`src/hdl/nnc_pkg.sv`:
```
// ============================================================================
// nnc_pkg: shared types and constants for the nearest-neighbour classifier
// Opcodes, fixed result widths, controller states and the lane control struct.
// ============================================================================
package nnc_pkg;

    localparam int OPC_BITS      = 2;
    localparam int LABEL_BITS    = 2;
    localparam int NUM_FEATURES  = 4;
    localparam int OUT_DIST_BITS = 18;
    localparam int COUNT_BITS    = 16;
    localparam logic [COUNT_BITS-1:0] COUNT_MAX = '1;

    typedef enum logic [OPC_BITS-1:0] {
        OP_LOAD     = 2'd0,
        OP_CLASSIFY = 2'd1,
        OP_CLEAR    = 2'd2
    } t_opcode;

    // controller states
    typedef enum logic [2:0] {
        S_IDLE,
        S_SCAN,
        S_DRAIN,
        S_MERGE,
        S_DONE
    } t_state;

    // per-cycle control broadcast to every lane
    typedef struct packed {
        logic clear;   // drop lane minimum, new query
        logic rd_en;   // read one row this cycle
    } t_scan_ctl;

endpackage

```
`src/hdl/nnc_ram.sv`:
```
// ============================================================================
// nnc_ram: simple dual-port RAM
// One write port, one read port, registered read data.
// ============================================================================
module nnc_ram #(
    parameter int WIDTH = 34,
    parameter int DEPTH = 16
) (
    input  logic                                    i_clk,
    input  logic                                    i_wr_en,
    input  logic [(DEPTH > 1 ? $clog2(DEPTH) : 1)-1:0] i_wr_addr,
    input  logic [WIDTH-1:0]                        i_wr_data,
    input  logic                                    i_rd_en,
    input  logic [(DEPTH > 1 ? $clog2(DEPTH) : 1)-1:0] i_rd_addr,
    output logic [WIDTH-1:0]                        o_rd_data
);

    logic [WIDTH-1:0] r_mem [DEPTH];
    logic [WIDTH-1:0] r_rd_data;

    always_ff @(posedge i_clk) begin
        if (i_wr_en) begin
            r_mem[i_wr_addr] <= i_wr_data;
        end
        if (i_rd_en) begin
            r_rd_data <= r_mem[i_rd_addr];
        end
    end

    assign o_rd_data = r_rd_data;

endmodule

```
`src/hdl/nnc_lane.sv`:
```
// ============================================================================
// nnc_lane: one search lane
// Holds every LANES-th sample in its own RAM bank and tracks the nearest
// one of its bank: read, square differences, sum and compare.
// ============================================================================
module nnc_lane #(
    parameter int FEATURE_BITS = 8,
    parameter int LANE_BITS    = 2,
    parameter int LANE_ID      = 0,
    parameter int ROW_DEPTH    = 16,
    parameter int ROW_BITS     = 4,
    parameter int CNT_BITS     = 7
) (
    input  logic                                         i_clk,
    input  logic                                         i_rst_n,
    input  nnc_pkg::t_scan_ctl                           i_ctl,
    input  logic [ROW_BITS-1:0]                          i_rd_row,
    input  logic [CNT_BITS-1:0]                          i_count,
    input  logic [nnc_pkg::NUM_FEATURES-1:0][FEATURE_BITS-1:0] i_query,
    input  logic                                         i_wr_en,
    input  logic [ROW_BITS-1:0]                          i_wr_row,
    input  logic [nnc_pkg::LABEL_BITS+nnc_pkg::NUM_FEATURES*FEATURE_BITS-1:0] i_wr_data,
    output logic                                         o_found,
    output logic [2*FEATURE_BITS+1:0]                    o_dist,
    output logic [ROW_BITS-1:0]                          o_row,
    output logic [nnc_pkg::LABEL_BITS-1:0]               o_label
);

    localparam int NF        = nnc_pkg::NUM_FEATURES;
    localparam int LB        = nnc_pkg::LABEL_BITS;
    localparam int WORD_BITS = LB + NF * FEATURE_BITS;
    localparam int SQ_BITS   = 2 * FEATURE_BITS;
    localparam int DIST_BITS = 2 * FEATURE_BITS + 2;
    localparam int CMP_BITS  = ROW_BITS + LANE_BITS + CNT_BITS;

    logic [WORD_BITS-1:0] rd_word;
    logic [CMP_BITS-1:0]  ent_idx;
    logic                 ent_valid;

    // stage 1: RAM output
    logic                 r_v1;
    logic [ROW_BITS-1:0]  r_row1;
    // stage 2: squared differences
    logic                 r_v2;
    logic [ROW_BITS-1:0]  r_row2;
    logic [LB-1:0]        r_lbl2;
    logic [NF-1:0][SQ_BITS-1:0] r_sq;
    // lane minimum
    logic                 r_found;
    logic [DIST_BITS-1:0] r_best;
    logic [ROW_BITS-1:0]  r_best_row;
    logic [LB-1:0]        r_best_lbl;

    logic [NF-1:0][SQ_BITS-1:0] n_sq;
    logic [DIST_BITS-1:0]       sum;
    logic                       take;

    nnc_ram #(
        .WIDTH (WORD_BITS),
        .DEPTH (ROW_DEPTH)
    ) u_bank (
        .i_clk     (i_clk),
        .i_wr_en   (i_wr_en),
        .i_wr_addr (i_wr_row),
        .i_wr_data (i_wr_data),
        .i_rd_en   (i_ctl.rd_en),
        .i_rd_addr (i_rd_row),
        .o_rd_data (rd_word)
    );

    // global sample index of this row in this lane, checked against the fill
    assign ent_idx   = CMP_BITS'({i_rd_row, LANE_BITS'(LANE_ID)});
    assign ent_valid = i_ctl.rd_en && (ent_idx < CMP_BITS'(i_count));

    always_comb begin
        logic [FEATURE_BITS-1:0] s;
        logic [FEATURE_BITS-1:0] diff;
        for (int f = 0; f < NF; f++) begin
            s    = rd_word[f*FEATURE_BITS +: FEATURE_BITS];
            diff = (i_query[f] > s) ? (i_query[f] - s) : (s - i_query[f]);
            n_sq[f] = SQ_BITS'(diff) * SQ_BITS'(diff);
        end
    end

    assign sum = DIST_BITS'(r_sq[0]) + DIST_BITS'(r_sq[1])
               + DIST_BITS'(r_sq[2]) + DIST_BITS'(r_sq[3]);
    // strict less keeps the earliest row on ties
    assign take = r_v2 && (!r_found || (sum < r_best));

    always_ff @(posedge i_clk) begin
        if (!i_rst_n) begin
            r_v1    <= 1'b0;
            r_v2    <= 1'b0;
            r_found <= 1'b0;
        end else begin
            r_v1 <= ent_valid;
            r_v2 <= r_v1;
            if (i_ctl.clear) begin
                r_found <= 1'b0;
            end else if (take) begin
                r_found <= 1'b1;
            end
        end
        r_row1 <= i_rd_row;
        r_row2 <= r_row1;
        r_lbl2 <= rd_word[NF*FEATURE_BITS +: LB];
        r_sq   <= n_sq;
        if (take) begin
            r_best     <= sum;
            r_best_row <= r_row2;
            r_best_lbl <= r_lbl2;
        end
    end

    assign o_found = r_found;
    assign o_dist  = r_best;
    assign o_row   = r_best_row;
    assign o_label = r_best_lbl;

endmodule

```
`src/hdl/nnc_merge.sv`:
```
// ============================================================================
// nnc_merge: lane merge
// Walks the lane minima one lane per cycle and keeps the nearest; ties go
// to the lower sample index (lower row, then lower lane).
// ============================================================================
module nnc_merge #(
    parameter int FEATURE_BITS = 8,
    parameter int LANE_BITS    = 2,
    parameter int ROW_BITS     = 4
) (
    input  logic                                             i_clk,
    input  logic                                             i_rst_n,
    input  logic                                             i_start,
    input  logic [(1<<LANE_BITS)-1:0]                        i_found,
    input  logic [(1<<LANE_BITS)-1:0][2*FEATURE_BITS+1:0]    i_dist,
    input  logic [(1<<LANE_BITS)-1:0][ROW_BITS-1:0]          i_row,
    input  logic [(1<<LANE_BITS)-1:0][nnc_pkg::LABEL_BITS-1:0] i_label,
    output logic                                             o_done,
    output logic [2*FEATURE_BITS+1:0]                        o_dist,
    output logic [nnc_pkg::LABEL_BITS-1:0]                   o_label
);

    localparam int LANES     = 1 << LANE_BITS;
    localparam int DIST_BITS = 2 * FEATURE_BITS + 2;

    logic                 r_busy;
    logic                 r_done;
    logic [LANE_BITS-1:0] r_idx;
    logic                 r_have;
    logic [DIST_BITS-1:0] r_dist;
    logic [ROW_BITS-1:0]  r_row;
    logic [nnc_pkg::LABEL_BITS-1:0] r_label;

    logic take;
    logic last;

    assign take = r_busy && i_found[r_idx]
               && (!r_have || (i_dist[r_idx] < r_dist)
                   || ((i_dist[r_idx] == r_dist) && (i_row[r_idx] < r_row)));
    assign last = (r_idx == LANE_BITS'(LANES - 1));

    always_ff @(posedge i_clk) begin
        if (!i_rst_n) begin
            r_busy <= 1'b0;
            r_done <= 1'b0;
            r_idx  <= '0;
            r_have <= 1'b0;
        end else begin
            r_done <= r_busy && last;
            if (i_start) begin
                r_busy <= 1'b1;
                r_idx  <= '0;
                r_have <= 1'b0;
            end else if (r_busy) begin
                r_idx <= r_idx + 1'b1;
                if (last) begin
                    r_busy <= 1'b0;
                end
                if (take) begin
                    r_have <= 1'b1;
                end
            end
        end
        if (take) begin
            r_dist  <= i_dist[r_idx];
            r_row   <= i_row[r_idx];
            r_label <= i_label[r_idx];
        end
    end

    assign o_done  = r_done;
    assign o_dist  = r_dist;
    assign o_label = r_label;

endmodule

```
`src/hdl/nearest_neighbour_classifier_top.sv`:
```
// ============================================================================
// nearest_neighbour_classifier_top: one-nearest-neighbour classifier
// Loads labelled 4-feature samples into a banked store and answers classify
// transactions with the label of the nearest sample (squared Euclidean
// distance), a hit flag and a saturating count of hits.
// ============================================================================
//
//  channel  | valid   | ready   | payload
//  ---------+---------+---------+--------------------------------------------
//  request  | i_valid | o_ready | i_opcode, i_feature_a..d, i_label
//  result   | o_valid | i_ready | o_predicted_class, o_is_correct,
//           |         |         | o_store_empty, o_min_distance_sq,
//           |         |         | o_correct_total
//
//  Load, clear and unused-opcode transactions are carried out on acceptance
//  and leave the controller in S_IDLE. A classify steps through S_SCAN,
//  S_DRAIN, S_MERGE and S_DONE before its result is registered: one row read
//  per cycle in every lane bank, the drain of the lane pipeline, then a walk
//  over the lanes in the merge. With an empty store it goes straight to S_DONE.
//  A finished result waits in the output register while new load or clear
//  transactions are taken; a classify that finishes first holds in S_DONE.
//  Reset empties the store (fill count) and clears the hit counter; stored
//  samples need no clearing since only filled entries are ever compared.
//
module nearest_neighbour_classifier_top #(
    parameter int STORE_DEPTH  = 64,   // 1 .. 4096 samples
    parameter int FEATURE_BITS = 8,    // 4 .. 8 bits per feature
    parameter int LANE_BITS    = 2     // 1 .. 4, LANES = 2**LANE_BITS
) (
    input  logic                    i_clk,
    input  logic                    i_rst_n,
    // request channel
    input  logic                    i_valid,
    output logic                    o_ready,
    input  logic [nnc_pkg::OPC_BITS-1:0]   i_opcode,
    input  logic [FEATURE_BITS-1:0] i_feature_a,
    input  logic [FEATURE_BITS-1:0] i_feature_b,
    input  logic [FEATURE_BITS-1:0] i_feature_c,
    input  logic [FEATURE_BITS-1:0] i_feature_d,
    input  logic [nnc_pkg::LABEL_BITS-1:0] i_label,
    // result channel
    output logic                    o_valid,
    input  logic                    i_ready,
    output logic [nnc_pkg::LABEL_BITS-1:0]    o_predicted_class,
    output logic                              o_is_correct,
    output logic                              o_store_empty,
    output logic [nnc_pkg::OUT_DIST_BITS-1:0] o_min_distance_sq,
    output logic [nnc_pkg::COUNT_BITS-1:0]    o_correct_total
);

    localparam int LANES     = 1 << LANE_BITS;
    localparam int NF        = nnc_pkg::NUM_FEATURES;
    localparam int LB        = nnc_pkg::LABEL_BITS;
    localparam int DIST_BITS = 2 * FEATURE_BITS + 2;
    localparam int ROW_DEPTH = (STORE_DEPTH + LANES - 1) / LANES;
    localparam int ROW_BITS  = (ROW_DEPTH > 1) ? $clog2(ROW_DEPTH) : 1;
    localparam int CNT_BITS  = $clog2(STORE_DEPTH + 1);
    localparam int IDX_BITS  = CNT_BITS + LANE_BITS + ROW_BITS;
    localparam int WORD_BITS = LB + NF * FEATURE_BITS;

    // ------------------------------------------------------------------
    // control state
    // ------------------------------------------------------------------
    nnc_pkg::t_state r_state, n_state;
    logic [CNT_BITS-1:0]            r_count;
    logic [nnc_pkg::COUNT_BITS-1:0] r_correct;
    logic [ROW_BITS-1:0]            r_row;
    logic [ROW_BITS-1:0]            r_last_row;
    logic                           r_drain;
    logic                           r_qempty;
    logic [LB-1:0]                  r_qlabel;
    logic [NF-1:0][FEATURE_BITS-1:0] r_query;

    // result register
    logic                               r_out_valid;
    logic [LB-1:0]                      r_pred;
    logic                               r_hit;
    logic                               r_empty;
    logic [nnc_pkg::OUT_DIST_BITS-1:0]  r_dist;
    logic [nnc_pkg::COUNT_BITS-1:0]     r_total;

    // decoded strobes
    logic               accept;
    logic               is_load, is_classify, is_clear;
    logic               store_full;
    logic               wr_en;
    logic [IDX_BITS-1:0] wr_idx;
    logic [IDX_BITS-1:0] last_idx;
    logic [ROW_BITS-1:0] wr_row;
    logic [LANE_BITS-1:0] wr_lane;
    logic [WORD_BITS-1:0] wr_word;

    nnc_pkg::t_scan_ctl scan_ctl;
    logic               merge_start;
    logic               merge_done;
    logic               ld_out;
    logic               out_free;

    // lane results
    logic [LANES-1:0]                lane_found;
    logic [LANES-1:0][DIST_BITS-1:0] lane_dist;
    logic [LANES-1:0][ROW_BITS-1:0]  lane_row;
    logic [LANES-1:0][LB-1:0]        lane_label;
    logic [DIST_BITS-1:0]            best_dist;
    logic [LB-1:0]                   best_label;

    logic                            hit;
    logic [DIST_BITS+nnc_pkg::OUT_DIST_BITS-1:0] dist_ext;

    assign accept      = i_valid && o_ready;
    assign is_load     = (i_opcode == nnc_pkg::OP_LOAD);
    assign is_classify = (i_opcode == nnc_pkg::OP_CLASSIFY);
    assign is_clear    = (i_opcode == nnc_pkg::OP_CLEAR);
    assign store_full  = (r_count >= CNT_BITS'(STORE_DEPTH));

    // sample n lives in lane n mod LANES, row n / LANES
    assign wr_idx   = IDX_BITS'(r_count);
    assign wr_lane  = wr_idx[LANE_BITS-1:0];
    assign wr_row   = wr_idx[LANE_BITS +: ROW_BITS];
    assign wr_en    = accept && is_load && !store_full;
    assign wr_word  = {i_label, i_feature_d, i_feature_c, i_feature_b, i_feature_a};
    assign last_idx = IDX_BITS'(r_count) - IDX_BITS'(1);

    assign out_free = !r_out_valid || i_ready;

    // ------------------------------------------------------------------
    // next state
    // ------------------------------------------------------------------
    always_comb begin
        n_state = r_state;
        unique case (r_state)
            nnc_pkg::S_IDLE: begin
                if (accept && is_classify) begin
                    n_state = (r_count == '0) ? nnc_pkg::S_DONE : nnc_pkg::S_SCAN;
                end
            end
            nnc_pkg::S_SCAN: begin
                if (r_row == r_last_row) begin
                    n_state = nnc_pkg::S_DRAIN;
                end
            end
            nnc_pkg::S_DRAIN: begin
                if (r_drain) begin
                    n_state = nnc_pkg::S_MERGE;
                end
            end
            nnc_pkg::S_MERGE: begin
                if (merge_done) begin
                    n_state = nnc_pkg::S_DONE;
                end
            end
            nnc_pkg::S_DONE: begin
                if (out_free) begin
                    n_state = nnc_pkg::S_IDLE;
                end
            end
            default: n_state = nnc_pkg::S_IDLE;
        endcase
    end

    // ------------------------------------------------------------------
    // state outputs
    // ------------------------------------------------------------------
    always_comb begin
        o_ready        = 1'b0;
        scan_ctl.clear = 1'b0;
        scan_ctl.rd_en = 1'b0;
        merge_start    = 1'b0;
        ld_out         = 1'b0;
        unique case (r_state)
            nnc_pkg::S_IDLE: begin
                o_ready        = 1'b1;
                // ready is high here, so valid alone marks the transaction
                scan_ctl.clear = i_valid && is_classify;
            end
            nnc_pkg::S_SCAN: begin
                scan_ctl.rd_en = 1'b1;
            end
            nnc_pkg::S_DRAIN: begin
                merge_start = r_drain;
            end
            nnc_pkg::S_MERGE: begin
            end
            nnc_pkg::S_DONE: begin
                ld_out = out_free;
            end
            default: begin
            end
        endcase
    end

    // ------------------------------------------------------------------
    // lanes and merge
    // ------------------------------------------------------------------
    for (genvar l = 0; l < LANES; l++) begin : g_lane
        nnc_lane #(
            .FEATURE_BITS (FEATURE_BITS),
            .LANE_BITS    (LANE_BITS),
            .LANE_ID      (l),
            .ROW_DEPTH    (ROW_DEPTH),
            .ROW_BITS     (ROW_BITS),
            .CNT_BITS     (CNT_BITS)
        ) u_lane (
            .i_clk     (i_clk),
            .i_rst_n   (i_rst_n),
            .i_ctl     (scan_ctl),
            .i_rd_row  (r_row),
            .i_count   (r_count),
            .i_query   (r_query),
            .i_wr_en   (wr_en && (wr_lane == LANE_BITS'(l))),
            .i_wr_row  (wr_row),
            .i_wr_data (wr_word),
            .o_found   (lane_found[l]),
            .o_dist    (lane_dist[l]),
            .o_row     (lane_row[l]),
            .o_label   (lane_label[l])
        );
    end

    nnc_merge #(
        .FEATURE_BITS (FEATURE_BITS),
        .LANE_BITS    (LANE_BITS),
        .ROW_BITS     (ROW_BITS)
    ) u_merge (
        .i_clk   (i_clk),
        .i_rst_n (i_rst_n),
        .i_start (merge_start),
        .i_found (lane_found),
        .i_dist  (lane_dist),
        .i_row   (lane_row),
        .i_label (lane_label),
        .o_done  (merge_done),
        .o_dist  (best_dist),
        .o_label (best_label)
    );

    // ------------------------------------------------------------------
    // registers
    // ------------------------------------------------------------------
    assign hit      = !r_qempty && (best_label == r_qlabel);
    assign dist_ext = (DIST_BITS + nnc_pkg::OUT_DIST_BITS)'(best_dist);

    always_ff @(posedge i_clk) begin
        if (!i_rst_n) begin
            r_state     <= nnc_pkg::S_IDLE;
            r_count     <= '0;
            r_correct   <= '0;
            r_drain     <= 1'b0;
            r_out_valid <= 1'b0;
        end else begin
            r_state <= n_state;
            if (wr_en) begin
                r_count <= r_count + 1'b1;
            end else if (accept && is_clear) begin
                r_count   <= '0;
                r_correct <= '0;
            end
            if (r_state == nnc_pkg::S_DRAIN) begin
                r_drain <= !r_drain;
            end
            if (ld_out) begin
                r_out_valid <= 1'b1;
                if (hit && (r_correct != nnc_pkg::COUNT_MAX)) begin
                    r_correct <= r_correct + 1'b1;
                end
            end else if (i_ready) begin
                r_out_valid <= 1'b0;
            end
        end

        // query capture
        if (accept && is_classify) begin
            r_query    <= {i_feature_d, i_feature_c, i_feature_b, i_feature_a};
            r_qlabel   <= i_label;
            r_qempty   <= (r_count == '0);
            r_last_row <= last_idx[LANE_BITS +: ROW_BITS];
            r_row      <= '0;
        end else if (scan_ctl.rd_en) begin
            r_row <= r_row + 1'b1;
        end

        // result payload
        if (ld_out) begin
            r_empty <= r_qempty;
            r_hit   <= hit;
            r_pred  <= r_qempty ? '0 : best_label;
            r_dist  <= r_qempty ? '0 : dist_ext[nnc_pkg::OUT_DIST_BITS-1:0];
            r_total <= (hit && (r_correct != nnc_pkg::COUNT_MAX))
                     ? r_correct + 1'b1 : r_correct;
        end
    end

    assign o_valid           = r_out_valid;
    assign o_predicted_class = r_pred;
    assign o_is_correct      = r_hit;
    assign o_store_empty     = r_empty;
    assign o_min_distance_sq = r_dist;
    assign o_correct_total   = r_total;

endmodule

```
`config.mk`:
```
export PLATFORM = sky130hd
export DESIGN_NAME = nearest_neighbour_classifier_top
export DESIGN_NICKNAME = d
export VERILOG_FILES = /design/src/hdl/nnc_pkg.sv /design/src/hdl/nnc_ram.sv /design/src/hdl/nnc_lane.sv /design/src/hdl/nnc_merge.sv /design/src/hdl/nearest_neighbour_classifier_top.sv
export SDC_FILE = /design/constraint.sdc
export NUM_CORES = 2
export LEC_CHECK = 0
export BUFFER_PORTS_ARGS = -buffer_cell sky130_fd_sc_hd__buf_2
export CAP_MARGIN = 25
export CELL_PAD_IN_SITES_DETAIL_PLACEMENT = 1
export CELL_PAD_IN_SITES_GLOBAL_PLACEMENT = 1
export CORE_MARGIN = 2
export CORE_UTILIZATION = 51
export CTS_BUF_LIST = sky130_fd_sc_hd__clkbuf_8
export DETAILED_ROUTE_END_ITERATION = 6
export PLACE_DENSITY_LB_ADDON = 0.2
export SLEW_MARGIN = 20
export SYNTH_ARGS = -nofsm -noshare
export SYNTH_HDL_FRONTEND = slang
export SYNTH_HIERARCHICAL = 1
export SYNTH_SLANG_ARGS = --single-unit
```
`constraint.sdc`:
```
create_clock -name i_clk -period 7.25 [get_ports i_clk]
set_input_delay 0 -clock i_clk [delete_from_list [all_inputs] [get_ports i_clk]]
set_output_delay 0 -clock i_clk [all_outputs]
set_load 0.02 [all_outputs]
```
==> flow_metrics.py <==
metrics = {
    "power_and_ir_drop": {
        "swShare": 0.411,
        "power.leakage_uw": 0.0618,
        "power.internal_uw": 42500,
        "power_frac_seq": 0.281,
        "power_frac_clock": 0.189,
        "power_frac_comb": 0.530,
        "switchingPower_uw": 29700,
        "power.density_nw_per_um2": 450,
        "irDropWorstVdd_uv": 597,
    },
    "finish": {
        "fillers": 26900,
        "areaGrowthSynthToFinish_pct": 11.0,
        "multi_input_area_um2": 57400,
        "nets": 11800,
        "final_common_cell": "edfxtp_1",
        "final_cell_mix": "2509 x edfxtp_1, 1295 x inv_1, 906 x ha_1",
        "stdcell_area_um2": 160000,
        "layout-drive-gt1-share": 0.169,
        "regArea_um2": 81900,
    },
    "routing": {
        "vias": 84100,
        "wl_met1_um": 161000,
        "avgRoutedWirePerCell_um": 26.7,
        "drtIter0Drc": 6815,
        "highest_layer": "met5",
        "drtAntennaViolNets": 0,
        "wl_met2_um": 190000,
        "drt_pre_antenna_iters": 6,
        "routed_wl_um": 386000,
        "viasPerCell": 5.82,
        "remaining_drc_errors": 0,
        "wl_met3_um": 25100,
    },
    "clock_network": {
        "cts_buffer_depth": 4,
        "h-tree-depth": 5,
        "clk_latency_ps": 1130,
        "cts_made_buffers": 451,
        "clkSinkCount": 2838,
        "cts_tree": "built",
        "root_buffer": "clkbuf_8",
        "path_clk_slew_ps": 60,
    },
    "sta": {
        "hold_viol_final": 0,
        "fin_setup_tns_ps": 0,
        "period_share": 0.969,
        "final-setup-viol-count": 0,
        "min_period_ps": 7030,
        "fmax_mhz": 142,
        "slew_viol_final": 0,
        "finClkSkew_ps": 141,
        "tightestPinTransition_ps": 1100,
        "maxSlewHeadroom": 0.259,
    },
    "worst_setup_path": {
        "crit_path_start": "r_query[4]$_DFFE_PP_",
        "endpoint_kind": "flop",
        "max_stage_delay_ps": 720,
        "rr_worst_depth": 25,
        "cp.required_ps": 8150,
        "critical_path.most_common_cell": "inv_1",
        "cpLargestDelayFamily": "adder cells",
        "crit_slowest_cell": "edfxtp_1",
        "worstPathBufferInverterCount": 5,
        "start_kind": "flop",
        "worstSetupPathType": "reg2reg",
        "crit_fanout": 9,
        "r2r_start": "r_query[4]$_DFFE_PP_",
        "cp.arrival_ps": 7930,
        "timing.rr.end": "g_lane[1].u_lane/r_sq[15]$_DFF_P_",
        "reg2reg_slack_ps": 220,
    },
    "logic_synthesis": {
        "yosysUniqueCellTypes": 120,
        "synth_cells": 9750,
        "yosysWarnings": 6,
        "syn_area_per_cell_um2": 14.8,
        "synth_top_area_frac": 0.521,
        "yosysTopAreaCell": "edfxtp_1",
        "synth_seq_cells": 2838,
        "async_reset_ff_frac": 0,
        "syn-cell-area_um2": 144000,
        "synth.area.top_cells": "edfxtp_1 52%, mux4_2 8.8%, ha_1 7.8%, fa_1 7.6%, dfxtp_1 4.6%",
        "synth_flop_cell": "edfxtp_1",
        "synth_seq_area_share": 0.567,
        "synth_edf_count": 2509,
    },
    "worst_hold_path": {
        "min_to": "g_lane[0].u_lane/u_bank/r_mem[2][16]$_DFFE_PP_",
        "min_from": "i_feature_c[0]",
        "holdPathStages": 3,
        "hp-class": "in2reg",
    },
    "placed_design": {
        "place_hpwl_um": 255000,
        "gp_congestion": 0.858,
        "placed_cell_area_um2": 151000,
        "port_buffers": 79,
    },
    "floorplan": {
        "die_height_um": 536,
        "initial_utilization": 0.512,
        "placementRows": 195,
        "ios": 80,
        "die_area_um2": 288000,
        "core_area_um2": 282000,
        "die_w_um": 536,
    },
    "global_route": {
        "grt_pass1_wl_um": 581000,
        "antenna_found_initial": 21,
        "grt_max_degree": 113,
        "overflow": 0,
        "grt_pass1_vias": 91800,
        "grt.total_usage": 0.271,
    },
    "flow_run": {
        "max_cap_violations": 0,
    },
    "outcome": {
        "status": "complete, no violations",
    },
}
## tightest hold or removal path: cells and delay by family
| family | cells | cell delay (ps) |
|---|---|---|
| buf+inv | 3 | 940 |
## routing by layer
metal / global-route usage / up-vias
li1: - / 36800
met1: 0.368 / 44000
met2: 0.458 / 2737
met3: 0.0396 / 537
met4: 0.0692 / 2
met5: 0 / -
## repair_timing
action	4_1_cts	5_1_grt
endpoints found under the hold margin	2255	0
setup endpoints to repair	0	22
resized for setup	0	15
buffers inserted	0	16
hold buffers	46	0
## power groups by stage
stage               clock [uW]  sequential, uW  combinational [uW]
floorplan                    0           20400               27100
global route             14500           20400               43000
CTS                      13900           20300               38800
detailed placement           0           20700               38400
global placement             0           20600               36800
finish                   13600           20300               38300
## cell families (layout without fill, tap and decap cells)
logic type               Yosys count  after routing  share of synthesized area
AO/OA/AOI/OAI                   1307           1307                     0.0603
XOR/XNOR                         432            432                     0.0284
adder cells (fa/ha/maj)         1456           1456                      0.155
buffers and inverters           1462           2393                     0.0407
flip-flops                      2838           2838                      0.567
multiplexers                     673            673                     0.0961
other                              4             27                   0.000104
AND/OR/NAND/NOR                 1578           1578                     0.0528
## metrics by stage
| stage | util | total power (uW) | hold slack [ps] | setup WS [ps] | std cells |
|---|---|---|---|---|---|
| floorplan | - | 47500 | 98.9 | 859 | 9760 |
| detailed placement | 0.534 | 59100 | 313 | 211 | 13600 |
| CTS | 0.568 | 73100 | 30.4 | 151 | 14400 |
| global placement | 0.534 | 57400 | 310 | 311 | 13600 |
| finish | 0.569 | 72200 | 95.7 | 222 | 14400 |
| global route | 0.568 | 77900 | 122 | -17.0 | 14400 |
## worst max-delay path by stage
stage                                             end  depth (start not counted)
CTS                 g_lane[0].u_lane/r_sq[15]$_DFF_P_                         24
finish              g_lane[1].u_lane/r_sq[15]$_DFF_P_                         25
floorplan           g_lane[1].u_lane/r_sq[45]$_DFF_P_                         26
global placement    g_lane[0].u_lane/r_sq[31]$_DFF_P_                         24
detailed placement  g_lane[1].u_lane/r_sq[15]$_DFF_P_                         23
global route        g_lane[1].u_lane/r_sq[15]$_DFF_P_                         25
## area by class of cell
class,count,share of cell area
sequential,2838,0.511
multi-input combinational,5460,0.358
timing repair buffer,397,0.0190
clock inverter,342,0.0146
inverter,1180,0.0276
clock buffer,474,0.0407
antenna,13,0.000203
tap,3743,0.0292
## flip-flops by register name, indices dropped and copies added, names as in the netlist, 7 cells and up
register and count:
g_lane.u_lane/r_row2 16, g_lane.u_lane/u_bank/o_rd_data 136, o_correct_total 16, r_correct 16, g_lane.u_lane/r_row1 16, g_lane.u_lane/o_row 16, g_lane.u_lane/o_label 8, g_lane.u_lane/r_sq 240
r_query 32, g_lane.u_lane/u_bank/r_mem 2176, g_lane.u_lane/o_dist 72, u_merge/o_dist 18, o_min_distance_sq 18, g_lane.u_lane/r_lbl2 8, r_count 7
## cells in the mapped netlist, types with 17 or more instances
cell type,count
edfxtp_1,2509
inv_1,1175
ha_1,906
nor2_1,600
mux4_2,567
fa_1,550
a21oi_1,354
dfxtp_1,329
nand2_1,322
a22oi_1,274
xnor2_1,273
o21ai_0,184
a21o_1,157
clkbuf_1,129
xor2_1,119
buf_2,108
nor2b_1,98
mux2i_1,96
nor3_1,90
nand2b_1,78
nand3_1,69
or2_2,66
o21a_1,57
o21bai_1,46
nand4_1,43
and2_1,36
and3_1,31
buf_6,31
a211oi_1,26
a31oi_1,26
xnor2_2,24
nand3b_1,21
or3_1,21
o211ai_1,20
o31ai_1,17
Note: power is estimated with default switching activity, not from simulation.
